<file path="config.mk">
export PLATFORM = sky130hd
export DESIGN_NAME = line_follow_pd_with_checkpoints_top
export DESIGN_NICKNAME = d
export VERILOG_FILES = /design/src/lfpd_pkg.sv /design/src/line_follow_pd_with_checkpoints_top.sv
export SDC_FILE = /design/constraint.sdc
export NUM_CORES = 1
export LEC_CHECK = 0
export ABC_CLOCK_PERIOD_IN_PS = 10900
export BUFFER_PORTS_ARGS = -buffer_cell sky130_fd_sc_hd__buf_2
export CAP_MARGIN = 10
export CORE_ASPECT_RATIO = 1.25
export CORE_UTILIZATION = 25
export DETAILED_ROUTE_END_ITERATION = 10
export HOLD_SLACK_MARGIN = 0.1
export PLACE_DENSITY = 0.46
export SKIP_CTS_REPAIR_TIMING = 1
export SYNTH_ARGS = -nofsm -noshare
export SYNTH_HDL_FRONTEND = slang
export SYNTH_SLANG_ARGS = --single-unit
</file>
<file path="constraint.sdc">
create_clock -name clk -period 10.9 [get_ports clk]
set_input_delay 0.545 -clock clk [delete_from_list [all_inputs] [get_ports clk]]
set_output_delay 0.545 -clock clk [all_outputs]
set_load 0.005 [all_outputs]
</file>
<file path="src/lfpd_pkg.sv">
// Shared constants and codes for the line follower PD controller.
`default_nettype none

package lfpd_pkg;

    // Drive ceiling and the sensor count that makes a marker.
    localparam int PWM_MAX            = 999;
    localparam int MARKER_MIN_SENSORS = 4;

    // Field widths.
    localparam int SENSOR_W = 5;
    localparam int TIME_W   = 32;
    localparam int SPEED_W  = 10;
    localparam int GAIN_W   = 10;
    localparam int MS_W     = 16;
    localparam int DRIVE_W  = 10;
    localparam int PHASE_W  = 2;
    localparam int ERR_W    = 3;
    localparam int DIR_W    = 2;
    localparam int CNT_W    = 3;

    // Config port.
    localparam int CFG_ADDR_W = 3;
    localparam int CFG_DATA_W = 16;

    // Packed stream widths, rounded up to whole bytes.
    localparam int IN_TDATA_W  = 40;   // 5 + 32 = 37 used
    localparam int OUT_TDATA_W = 24;   // 10 + 10 + 1 + 2 = 23 used

    // Signed width for the drive arithmetic: holds base +/- correction and PWM_MAX.
    localparam int SUM_W  = 18;
    localparam int PROD_W = 14;

    localparam logic signed [SUM_W-1:0] PWM_MAX_S = SUM_W'(PWM_MAX);

    // Register indexes.
    localparam logic [CFG_ADDR_W-1:0] REG_BASE_SPEED   = 3'd0;
    localparam logic [CFG_ADDR_W-1:0] REG_SEARCH_SPEED = 3'd1;
    localparam logic [CFG_ADDR_W-1:0] REG_MIN_SPEED    = 3'd2;
    localparam logic [CFG_ADDR_W-1:0] REG_GAIN_P       = 3'd3;
    localparam logic [CFG_ADDR_W-1:0] REG_GAIN_D       = 3'd4;
    localparam logic [CFG_ADDR_W-1:0] REG_MARKER_HOLD  = 3'd5;
    localparam logic [CFG_ADDR_W-1:0] REG_START_IGNORE = 3'd6;
    localparam logic [CFG_ADDR_W-1:0] REG_COOLDOWN     = 3'd7;

    // Mission phases.
    localparam logic [PHASE_W-1:0] PH_INIT   = 2'd0;
    localparam logic [PHASE_W-1:0] PH_FIRST  = 2'd1;
    localparam logic [PHASE_W-1:0] PH_SECOND = 2'd2;
    localparam logic [PHASE_W-1:0] PH_DONE   = 2'd3;

    // Search directions.
    localparam logic [DIR_W-1:0] DIR_STRAIGHT = 2'd0;
    localparam logic [DIR_W-1:0] DIR_RIGHT    = 2'd1;
    localparam logic [DIR_W-1:0] DIR_LEFT     = 2'd2;

endpackage

`default_nettype wire

</file>
<file path="src/line_follow_pd_with_checkpoints_top.sv">
// Five-sensor line follower: PD steering, line search and checkpoint sequencer.
`default_nettype none

// Takes one beat per control tick on the slave side (five sensor bits plus a
// millisecond timestamp) and returns exactly one result beat per input beat on
// the master side: left and right wheel drive, a beep request and the mission
// phase after the tick. Each beat goes through an input register and a result
// register with the combinational steering and marker logic between them. A new
// beat can be taken every cycle while the result side does not stall; the
// mission state (phase, last error, search direction, marker timers) is updated
// on the same edge that loads the beat into the result register.
// s_tready stays high while the result register drains or is empty, so a
// stalled result only holds back one waiting input beat. The first beat after
// reset is the init tick: drives zero, beep high, phase moves to 1. Phase
// advances (drives zero, beep high) happen on a qualified marker once the
// start ignore time has passed; in the finished phase the drives stay zero.
// The user must write registers through cfg_we/cfg_addr/cfg_wdata only while
// the block is idle; the block itself does not enforce this. Unknown indexes
// cannot occur and wider data is truncated to the register.
module line_follow_pd_with_checkpoints_top
    import lfpd_pkg::*;
(
    input  wire logic                   clk,
    input  wire logic                   rst_n,

    input  wire logic                   cfg_we,
    input  wire logic [CFG_ADDR_W-1:0]  cfg_addr,
    input  wire logic [CFG_DATA_W-1:0]  cfg_wdata,

    input  wire logic                   s_tvalid,
    output logic                        s_tready,
    // [4:0] sensor_bits, [36:5] time_ms, [39:37] zero
    input  wire logic [IN_TDATA_W-1:0]  s_tdata,

    output logic                        m_tvalid,
    input  wire logic                   m_tready,
    // [9:0] left_drive, [19:10] right_drive, [20] beep_pulse, [22:21] phase, [23] zero
    output logic [OUT_TDATA_W-1:0]      m_tdata
);

    // ---------------- configuration ----------------
    logic [SPEED_W-1:0] base_speed_reg;
    logic [SPEED_W-1:0] search_speed_reg;
    logic [SPEED_W-1:0] min_speed_reg;
    logic [GAIN_W-1:0]  gain_p_reg;
    logic [GAIN_W-1:0]  gain_d_reg;
    logic [MS_W-1:0]    marker_hold_reg;
    logic [MS_W-1:0]    start_ignore_reg;
    logic [MS_W-1:0]    cooldown_reg;

    always_ff @(posedge clk or negedge rst_n)
    begin
        if (!rst_n)
        begin
            base_speed_reg   <= SPEED_W'(620);
            search_speed_reg <= SPEED_W'(430);
            min_speed_reg    <= SPEED_W'(320);
            gain_p_reg       <= GAIN_W'(85);
            gain_d_reg       <= GAIN_W'(35);
            marker_hold_reg  <= MS_W'(60);
            start_ignore_reg <= MS_W'(1200);
            cooldown_reg     <= MS_W'(700);
        end
        else if (cfg_we)
        begin
            case (cfg_addr)
                REG_BASE_SPEED:   base_speed_reg   <= cfg_wdata[SPEED_W-1:0];
                REG_SEARCH_SPEED: search_speed_reg <= cfg_wdata[SPEED_W-1:0];
                REG_MIN_SPEED:    min_speed_reg    <= cfg_wdata[SPEED_W-1:0];
                REG_GAIN_P:       gain_p_reg       <= cfg_wdata[GAIN_W-1:0];
                REG_GAIN_D:       gain_d_reg       <= cfg_wdata[GAIN_W-1:0];
                REG_MARKER_HOLD:  marker_hold_reg  <= cfg_wdata[MS_W-1:0];
                REG_START_IGNORE: start_ignore_reg <= cfg_wdata[MS_W-1:0];
                REG_COOLDOWN:     cooldown_reg     <= cfg_wdata[MS_W-1:0];
                default:          ;
            endcase
        end
    end

    // ---------------- handshake ----------------
    logic                in_valid_reg;
    logic                in_valid_next;
    logic [SENSOR_W-1:0] sensor_reg;
    logic [TIME_W-1:0]   time_reg;
    logic                out_valid_reg;
    logic                out_valid_next;
    logic                step;

    // step: the input register's beat moves into the result register
    assign step     = in_valid_reg && (!out_valid_reg || m_tready);
    assign s_tready = !in_valid_reg || step;

    always_comb
    begin
        in_valid_next = in_valid_reg;
        if (s_tready)
        begin
            in_valid_next = s_tvalid;
        end
        out_valid_next = out_valid_reg;
        if (step)
        begin
            out_valid_next = 1'b1;
        end
        else if (m_tready)
        begin
            out_valid_next = 1'b0;
        end
    end

    always_ff @(posedge clk or negedge rst_n)
    begin
        if (!rst_n)
        begin
            in_valid_reg  <= 1'b0;
            out_valid_reg <= 1'b0;
        end
        else
        begin
            in_valid_reg  <= in_valid_next;
            out_valid_reg <= out_valid_next;
        end
    end

    always_ff @(posedge clk)
    begin
        if (s_tready && s_tvalid)
        begin
            sensor_reg <= s_tdata[SENSOR_W-1:0];
            time_reg   <= s_tdata[SENSOR_W+TIME_W-1:SENSOR_W];
        end
    end

    // ---------------- mission state ----------------
    logic [PHASE_W-1:0]       phase_reg,        phase_next;
    logic signed [ERR_W-1:0]  prev_err_reg,     prev_err_next;
    logic [DIR_W-1:0]         dir_reg,          dir_next;
    logic [TIME_W-1:0]        phase_start_reg,  phase_start_next;
    logic [TIME_W-1:0]        marker_start_reg, marker_start_next;
    logic [TIME_W-1:0]        last_accept_reg,  last_accept_next;
    logic                     marker_seen_reg,  marker_seen_next;

    // ---------------- steering datapath ----------------
    logic [CNT_W-1:0]          sensor_cnt;
    logic signed [ERR_W-1:0]   err;
    logic signed [ERR_W:0]     err_delta;
    logic signed [PROD_W-1:0]  prod_p;
    logic signed [PROD_W-1:0]  prod_d;
    logic signed [SUM_W-1:0]   corr;
    logic signed [SUM_W-1:0]   base_s;
    logic [DRIVE_W-1:0]        follow_left;
    logic [DRIVE_W-1:0]        follow_right;

    function automatic logic [DRIVE_W-1:0] limit_top(input logic [SPEED_W-1:0] v);
        logic signed [SUM_W-1:0] vs;
        vs = SUM_W'({1'b0, v});
        if (vs > PWM_MAX_S)
        begin
            vs = PWM_MAX_S;
        end
        return DRIVE_W'(vs);
    endfunction

    // clamp to 0..PWM_MAX, raise to the floor, cap at PWM_MAX again
    function automatic logic [DRIVE_W-1:0] drive_clamp(input logic signed [SUM_W-1:0] v,
                                                       input logic [SPEED_W-1:0] floor_v);
        logic signed [SUM_W-1:0] c;
        logic signed [SUM_W-1:0] f;
        c = v;
        f = SUM_W'({1'b0, floor_v});
        if (c < 0)
        begin
            c = '0;
        end
        if (c > PWM_MAX_S)
        begin
            c = PWM_MAX_S;
        end
        if (c < f)
        begin
            c = f;
        end
        if (c > PWM_MAX_S)
        begin
            c = PWM_MAX_S;
        end
        return DRIVE_W'(c);
    endfunction

    always_comb
    begin
        // weights -2,-1,0,+1,+2 from the left
        sensor_cnt = CNT_W'(sensor_reg[0]) + CNT_W'(sensor_reg[1]) + CNT_W'(sensor_reg[2])
                   + CNT_W'(sensor_reg[3]) + CNT_W'(sensor_reg[4]);
        err = ERR_W'(0);
        if (sensor_reg[0]) err = err - ERR_W'(2);
        if (sensor_reg[1]) err = err - ERR_W'(1);
        if (sensor_reg[3]) err = err + ERR_W'(1);
        if (sensor_reg[4]) err = err + ERR_W'(2);
        err_delta = (ERR_W+1)'(err) - (ERR_W+1)'(prev_err_reg);
        prod_p = $signed({1'b0, gain_p_reg}) * PROD_W'(err);
        prod_d = $signed({1'b0, gain_d_reg}) * PROD_W'(err_delta);
        corr   = SUM_W'(prod_p) + SUM_W'(prod_d);
        base_s = SUM_W'({1'b0, base_speed_reg});
        follow_left  = drive_clamp(base_s - corr, min_speed_reg);
        follow_right = drive_clamp(base_s + corr, min_speed_reg);
    end

    // ---------------- tick update ----------------
    logic               marker_now;
    logic               ready_mark;
    logic [TIME_W-1:0]  now;
    logic [DRIVE_W-1:0] left_next;
    logic [DRIVE_W-1:0] right_next;
    logic               beep_next;

    assign now        = time_reg;
    assign marker_now = sensor_cnt >= CNT_W'(MARKER_MIN_SENSORS);

    always_comb
    begin
        phase_next        = phase_reg;
        prev_err_next     = prev_err_reg;
        dir_next          = dir_reg;
        phase_start_next  = phase_start_reg;
        marker_start_next = marker_start_reg;
        last_accept_next  = last_accept_reg;
        marker_seen_next  = marker_seen_reg;
        left_next         = '0;
        right_next        = '0;
        beep_next         = 1'b0;
        ready_mark        = 1'b0;

        if (phase_reg == PH_INIT)
        begin
            beep_next        = 1'b1;
            phase_start_next = now;
            last_accept_next = '0;
            marker_seen_next = 1'b0;
            phase_next       = PH_FIRST;
        end
        else
        begin
            // marker qualification runs in every phase but init
            marker_seen_next = marker_now;
            if (marker_now && !marker_seen_reg)
            begin
                marker_start_next = now;
            end
            ready_mark = marker_now
                      && (now - marker_start_next) >= TIME_W'(marker_hold_reg)
                      && (now - last_accept_reg) >= TIME_W'(cooldown_reg);
            if (ready_mark)
            begin
                last_accept_next = now;
            end

            if (phase_reg == PH_FIRST || phase_reg == PH_SECOND)
            begin
                if (sensor_cnt == '0)
                begin
                    // line lost: steer toward the last side seen, or stop if it was straight ahead
                    case (dir_reg)
                        DIR_RIGHT:
                        begin
                            left_next  = limit_top(search_speed_reg);
                            right_next = limit_top(base_speed_reg);
                        end
                        DIR_LEFT:
                        begin
                            left_next  = limit_top(base_speed_reg);
                            right_next = limit_top(search_speed_reg);
                        end
                        default:
                        begin
                            left_next  = '0;
                            right_next = '0;
                        end
                    endcase
                end
                else
                begin
                    left_next     = follow_left;
                    right_next    = follow_right;
                    prev_err_next = err;
                    if (err > 0)
                    begin
                        dir_next = DIR_RIGHT;
                    end
                    else if (err < 0)
                    begin
                        dir_next = DIR_LEFT;
                    end
                    else
                    begin
                        dir_next = DIR_STRAIGHT;
                    end
                end

                if ((now - phase_start_reg) > TIME_W'(start_ignore_reg) && ready_mark)
                begin
                    left_next        = '0;
                    right_next       = '0;
                    beep_next        = 1'b1;
                    phase_start_next = now;
                    marker_seen_next = 1'b0;
                    phase_next       = phase_reg + PHASE_W'(1);
                end
            end
        end
    end

    always_ff @(posedge clk or negedge rst_n)
    begin
        if (!rst_n)
        begin
            phase_reg        <= PH_INIT;
            prev_err_reg     <= '0;
            dir_reg          <= DIR_STRAIGHT;
            phase_start_reg  <= '0;
            marker_start_reg <= '0;
            last_accept_reg  <= '0;
            marker_seen_reg  <= 1'b0;
        end
        else if (step)
        begin
            phase_reg        <= phase_next;
            prev_err_reg     <= prev_err_next;
            dir_reg          <= dir_next;
            phase_start_reg  <= phase_start_next;
            marker_start_reg <= marker_start_next;
            last_accept_reg  <= last_accept_next;
            marker_seen_reg  <= marker_seen_next;
        end
    end

    // ---------------- result register ----------------
    logic [DRIVE_W-1:0] left_reg;
    logic [DRIVE_W-1:0] right_reg;
    logic               beep_reg;
    logic [PHASE_W-1:0] out_phase_reg;

    always_ff @(posedge clk)
    begin
        if (step)
        begin
            left_reg      <= left_next;
            right_reg     <= right_next;
            beep_reg      <= beep_next;
            out_phase_reg <= phase_next;
        end
    end

    assign m_tvalid = out_valid_reg;
    assign m_tdata  = {1'b0, out_phase_reg, beep_reg, right_reg, left_reg};

    // ---------------- assertions ----------------
    // a beep beat always carries stopped drives
    assert property (@(posedge clk) disable iff (!rst_n)
        out_valid_reg && beep_reg |-> left_reg == '0 && right_reg == '0)
        else $error("beep beat with nonzero drive");

    // finished phase reports stopped drives
    assert property (@(posedge clk) disable iff (!rst_n)
        out_valid_reg && out_phase_reg == PH_DONE |-> left_reg == '0 && right_reg == '0)
        else $error("drive active in finished phase");

    // finished phase is final
    assert property (@(posedge clk) disable iff (!rst_n)
        phase_reg == PH_DONE |=> phase_reg == PH_DONE)
        else $error("left finished phase");

    // after any processed tick the block is past init
    assert property (@(posedge clk) disable iff (!rst_n)
        step |=> phase_reg != PH_INIT)
        else $error("phase back in init after a tick");

    // input side only stalls when a beat is parked in the input register
    assert property (@(posedge clk) disable iff (!rst_n)
        !s_tready |-> in_valid_reg && out_valid_reg && !m_tready)
        else $error("input stalled without backpressure");

endmodule

`default_nettype wire

</file>
==> impl_metrics.json, run 1 <==
{
  "status": "complete, no violations",
  "finalSetupViolCount": 0,
  "reg2reg_from": "sensor_reg[1]$_DFFE_PP_",
  "cts_root_buffer": "clkbuf_16",
  "layout_setup_ws_ns": 0.5634,
  "start_util": 0.2535,
  "gr-usage-met2": 0.2650,
  "synth.avg_cell_area_um2": 9.565,
  "ys_seq_area_frac": 0.3192,
  "dr.pass1.iters": 5,
  "drc": 0,
  "fmax_ghz": 0.09674,
  "cp_num_buf_inv": 8,
  "synth_seq_cells": 264,
  "dieArea_um2": 88280,
  "routed_via_density": 4.779,
  "hold_start": "s_tdata[21]",
  "min_to": "now[16]$_DFFE_PP_",
  "htreeDepth": 2,
  "worstReg2RegEnd": "left_reg[3]$_SDFFCE_PP0P_",
  "num_vias": 17390,
  "drv_cap": 0,
  "place.gp.congestion": 0.8702,
  "drv_slew": 0,
  "cpLargestDelayFamily": "adder cells",
  "whs_path_depth": 1,
  "rrSetupSlack_ns": 0.56,
  "slowest_delay_ns": 0.53,
  "hold_violations": 0,
  "overflow": 0,
  "synth_edf_count": 60,
  "port_buffers": 85,
  "grt_busiest_layer": "met2",
  "async_flop_share": 0.7727,
  "die_w_um": 265.9,
  "cp_max_fo": 8,
  "grt_usage": 0.1444,
  "fp-row-count": 120,
  "slowest_stage": "fa_1",
  "fin_nets": 2803,
  "netlist_area_um2": 21770,
  "syn-instance-count": 2276,
  "met1_usage": 0.1692,
  "grt_max_degree": 95,
  "synthesis.nets": 2629,
  "grt_pass1_wl_mm": 99.99,
  "area_growth_syn_to_layout_pct": 18.72,
  "cts_tree": "built",
  "start_kind": "register",
  "cp-end-kind": "register",
  "cts_made_buffers": 36,
  "ys.flop_type": "dfrtp_1",
  "tightest_slew_ns": 1.093,
  "drive_above_1_share": 0.2026,
  "cts_max_path_buffers": 3,
  "fin_skew_ns": 0.02401,
  "fin_hold_ws_ns": 0.1539,
  "post-place-ws_ns": -0.05118,
  "synth_warnings": 0,
  "post_drt_wl_per_cell_um": 17.49,
  "final.min_clock_period_ns": 10.34,
  "hpwl_mm": 49.32,
  "grt_pass1_vias": 17800,
  "ios": 90,
  "synth.distinct_cells": 100,
  "clk_pin_slew_ns": 0.06,
  "drtIter0Drc": 838,
  "ant_nets": 0,
  "required_ns": 11.29,
  "path_class": "register to register",
  "numClockSinks": 264,
  "grt_use_met3": 0.02061,
  "maxSlewHeadroom": 0.2695,
  "fin_cells": 3638,
  "min_period_over_period": 0.9483,
  "r2r_cells": 48,
  "die_h_um": 331.9,
  "tns_ns": 0,
  "min_path_type": "input port to register",
  "core_area_um2": 85880,
  "dp.cells": 3564,
  "cp.arrival_ns": 10.72,
  "clock_latency_ns": 0.56,
  "wirelength_mm": 63.65,
  "antenna_found_initial": 3
}
[kinds of logic (layout without fill, tap and decap cells)]
family / count (synthesis) / after routing / share of synthesized area
adders and majority gates: 289 / 289 / 0.1820
xor gates and xnor gates: 98 / 98 / 0.03943
DFF: 264 / 264 / 0.3192
and+or+nand+nor: 543 / 544 / 0.1252
buffers and inverters: 296 / 497 / 0.05333
other: 1 / 2 / 0.0001722
AOI/OAI and AO/OA: 607 / 607 / 0.1912
muxes: 178 / 178 / 0.08960
[cell usage after synthesis (34+ instances only)]
| library cell | n | area (um2) |
|---|---|---|
| a21o_1 | 54 | 405.4 |
| xnor2_1 | 66 | 578.1 |
| dfrtp_1 | 170 | 4254 |
| clkbuf_1 | 48 | 180.2 |
| edfxtp_1 | 60 | 1802 |
| a21oi_1 | 140 | 700.7 |
| inv_1 | 229 | 859.6 |
| mux2i_1 | 49 | 490.5 |
| mux2_2 | 94 | 1059 |
| nand2_1 | 165 | 619.3 |
| o21ai_0 | 114 | 570.6 |
| nor2_1 | 108 | 405.4 |
| fa_1 | 46 | 920.9 |
| nor2b_1 | 44 | 275.3 |
| ha_1 | 243 | 3040 |
| dfstp_2 | 34 | 893.4 |
| a22o_1 | 44 | 385.4 |
[metrics by stage]
stage	utilization	cell area (um2)
after floorplan	-	21770
after global placement	0.2818	24200
after detailed placement	0.2818	24200
after CTS	0.2956	25390
after global routing	0.3009	25850
final	0.3009	25850
[how the worst max path moves through the flow]
stage,endpoint,depth (start not counted),start
after floorplan,right_reg[1]$_SDFFCE_PP0P_,50,sensor_reg[1]$_DFFE_PP_
after global placement,left_reg[3]$_SDFFCE_PP0P_,47,sensor_reg[0]$_DFFE_PP_
after detailed placement,left_reg[1]$_SDFFCE_PP0P_,47,sensor_reg[0]$_DFFE_PP_
after CTS,left_reg[1]$_SDFFCE_PP0P_,47,sensor_reg[0]$_DFFE_PP_
after global routing,right_reg[6]$_SDFFCE_PP0P_,52,sensor_reg[1]$_DFFE_PP_
final,left_reg[3]$_SDFFCE_PP0P_,48,sensor_reg[1]$_DFFE_PP_
[cell usage in the layout, fill, tap and decap left out, drive strengths merged, types with 10 or more instances in the layout]
master / synthesis / routed
o21a: 31 / 31
o21ai: 132 / 132
nand4: 20 / 20
edfxtp: 60 / 60
and2: 29 / 30
nand3: 35 / 35
nor3: 27 / 27
inv: 229 / 233
mux2: 129 / 129
dfrtp: 170 / 170
clkbuf: 48 / 53
a31oi: 13 / 13
xor2: 32 / 32
a21oi: 144 / 144
fa: 46 / 46
xnor2: 66 / 66
o211ai: 23 / 23
a2111oi: 13 / 13
nand2: 165 / 165
buf: 19 / 201
nor3b: 13 / 13
nor2: 108 / 108
mux2i: 49 / 49
a22o: 44 / 44
o2111ai: 12 / 12
dfstp: 34 / 34
o31ai: 12 / 12
nand2b: 31 / 31
o21bai: 21 / 21
ha: 243 / 243
nor2b: 44 / 44
nand4b: 10 / 10
and3: 18 / 18
a211oi: 28 / 28
or2: 16 / 16
a21o: 54 / 54
[metal layers]
layer	routed length, um	share of wire	vias to the layer above
met5	0	0	-
met4	2025	0.032	0
met3	2255	0.035	95
met2	32460	0.51	294
met1	26910	0.42	8463
li1	-	-	8535
[layout make-up]
| class | instances | area [um2] |
|---|---|---|
| Clock inverter | 13 | 136.4 |
| Fill cell | 9112 | 60040 |
| Inverter | 229 | 859.6 |
| Tap cell | 1159 | 1450 |
| Antenna cell | 1 | 2.502 |
| Sequential cell | 264 | 6949 |
| Multi-Input combinational cell | 1717 | 14080 |
| Clock buffer | 53 | 1046 |
| Timing Repair Buffer | 202 | 1324 |
Power of run 1 is left out: the tool's default activity adds up to more than one toggle a clock period on the data nets, which glitch-free logic cannot reach.
==> run 2: changes to the inputs <==
--- a/config.mk
+++ b/config.mk
@@ -13,6 +13,7 @@
 export DETAILED_ROUTE_END_ITERATION = 10
 export HOLD_SLACK_MARGIN = 0.1
 export PLACE_DENSITY = 0.46
+export RECOVER_POWER = 25
 export SKIP_CTS_REPAIR_TIMING = 1
 export SYNTH_ARGS = -nofsm -noshare
 export SYNTH_HDL_FRONTEND = slang
==> run 2 against run 1 <==
  * The run now ends with max-capacitance violations, max-slew violations left
  * Critical path depth unchanged
  * Register-to-register slack hardly changed
  * Core utilization down 0.061 points
==> impl_metrics.json, run 2 (same netlist as run 1, synthesis figures left out) <==
{
  "slowest_delay_ns": 0.53,
  "clock_latency_ns": 0.56,
  "cts_made_buffers": 36,
  "cp_max_fo": 8,
  "ios": 90,
  "start_kind": "register",
  "drv_cap": 1,
  "finalSetupViolCount": 0,
  "grt_pass1_wl_mm": 99.99,
  "hold_violations": 0,
  "die_w_um": 265.9,
  "path_class": "register to register",
  "htreeDepth": 2,
  "dr.pass1.iters": 5,
  "min_path_type": "input port to register",
  "grt_max_degree": 95,
  "dieArea_um2": 88280,
  "routed_via_density": 4.791,
  "drtIter0Drc": 801,
  "slowest_stage": "fa_1",
  "hpwl_mm": 49.32,
  "cp.arrival_ns": 10.71,
  "area_growth_syn_to_layout_pct": 18.48,
  "reg2reg_from": "sensor_reg[1]$_DFFE_PP_",
  "crit_path_start": "sensor_reg[1]$_DFFE_PP_",
  "whs_path_depth": 1,
  "maxSlewHeadroom": -2.580,
  "layout_setup_ws_ns": 0.5733,
  "fin_nets": 2803,
  "drc": 0,
  "fmax_ghz": 0.09684,
  "clk_pin_slew_ns": 0.06,
  "ant_nets": 0,
  "cts_tree": "built",
  "final.min_clock_period_ns": 10.33,
  "tightest_slew_ns": 5.369,
  "post_drt_wl_per_cell_um": 17.51,
  "fp-row-count": 120,
  "cts_root_buffer": "clkbuf_16",
  "place.gp.congestion": 0.8702,
  "required_ns": 11.29,
  "grt_usage": 0.1444,
  "cp-end-kind": "register",
  "post-place-ws_ns": -0.05118,
  "port_buffers": 85,
  "hold_start": "s_tdata[21]",
  "drv_slew": 95,
  "drive_above_1_share": 0.1933,
  "num_vias": 17430,
  "numClockSinks": 264,
  "min_period_over_period": 0.9474,
  "start_util": 0.2535,
  "r2r_cells": 48,
  "wirelength_mm": 63.70,
  "violations": "max-capacitance violations, max-slew violations",
  "die_h_um": 331.9,
  "cts_max_path_buffers": 3,
  "core_area_um2": 85880,
  "overflow": 0,
  "mostFrequentLayoutCells": "228 x inv_1, 228 x ha_1, 170 x dfrtp_1",
  "fin_skew_ns": 0.02192,
  "fin_hold_ws_ns": 0.1550,
  "antenna_found_initial": 3,
  "grt_pass1_vias": 17800,
  "fillers": 9115,
  "status": "finished with violations"
}
[run 2: cell types whose count changed in the layout (fill, tap and decap cells not counted)]
cell and delta:
clkbuf_1 +22, nor3b_2 -1, buf_2 -17, buf_8 -1
buf_4 -4, nor3b_1 +1
[run 2: path summary, 6_finish.rpt]
path / end / slack, ns
hold reg to reg: marker_start_reg[9]$_DFFE_PN0P_ / 0.48
min in group asynchronous: m_tvalid$_DFFE_PN0P_ / 2.50
max in group asynchronous: gain_d_reg[8]$_DFFE_PN0P_ / 5.35
hold / removal: now[16]$_DFFE_PP_ / 0.16
setup reg to reg: left_reg[3]$_SDFFCE_PP0P_ / 0.57
setup / recovery: left_reg[3]$_SDFFCE_PP0P_ / 0.57
[run 2: through the flow]
stage          utilization  cells  area [um2]  setup TNS, ns
2_1_floorplan            -   2276       21770              0
3_3_place_gp        0.2818   3564       24200       -0.03524
3_5_place_dp        0.2818   3564       24200        -0.1108
4_1_cts             0.2956   3630       25390        -0.2875
5_1_grt             0.3003   3638       25790      -0.004965
6_report            0.3003   3638       25790              0
[run 2: layer usage]
| metal | wire (um) | track usage | vias to the layer above | part of all wire |
|---|---|---|---|---|
| li1 | - | - | 8541 | - |
| met1 | 26930 | 0.1692 | 8511 | 0.42 |
| met2 | 32540 | 0.2650 | 283 | 0.51 |
| met3 | 2205 | 0.02061 | 95 | 0.035 |
| met4 | 2025 | 0.04952 | 0 | 0.032 |
| met5 | 0 | 0 | - | 0 |
[run 2: worst max-delay path, delay by kind of cell (launching register included)]
kind	cells	cell delay, ns
compound gates	16	2.30
buf+inv	8	0.89
simple gates	6	1.55
flops	1	0.41
mux	3	0.59
xor+xnor	3	0.60
fa+ha+maj	12	3.79
[run 2: area by class of cell]
class	count	area, um2	share of cell area
Tap cell	1159	1450	0.05622
Sequential cell	264	6949	0.2694
Timing Repair Buffer	202	1276	0.04948
Clock inverter	13	136.4	0.005287
Multi-Input combinational cell	1717	14070	0.5456
Antenna cell	1	2.502	0.00009702
Inverter	229	859.6	0.03333
Clock buffer	53	1046	0.04055
Power of run 2 is left out for the same reason.
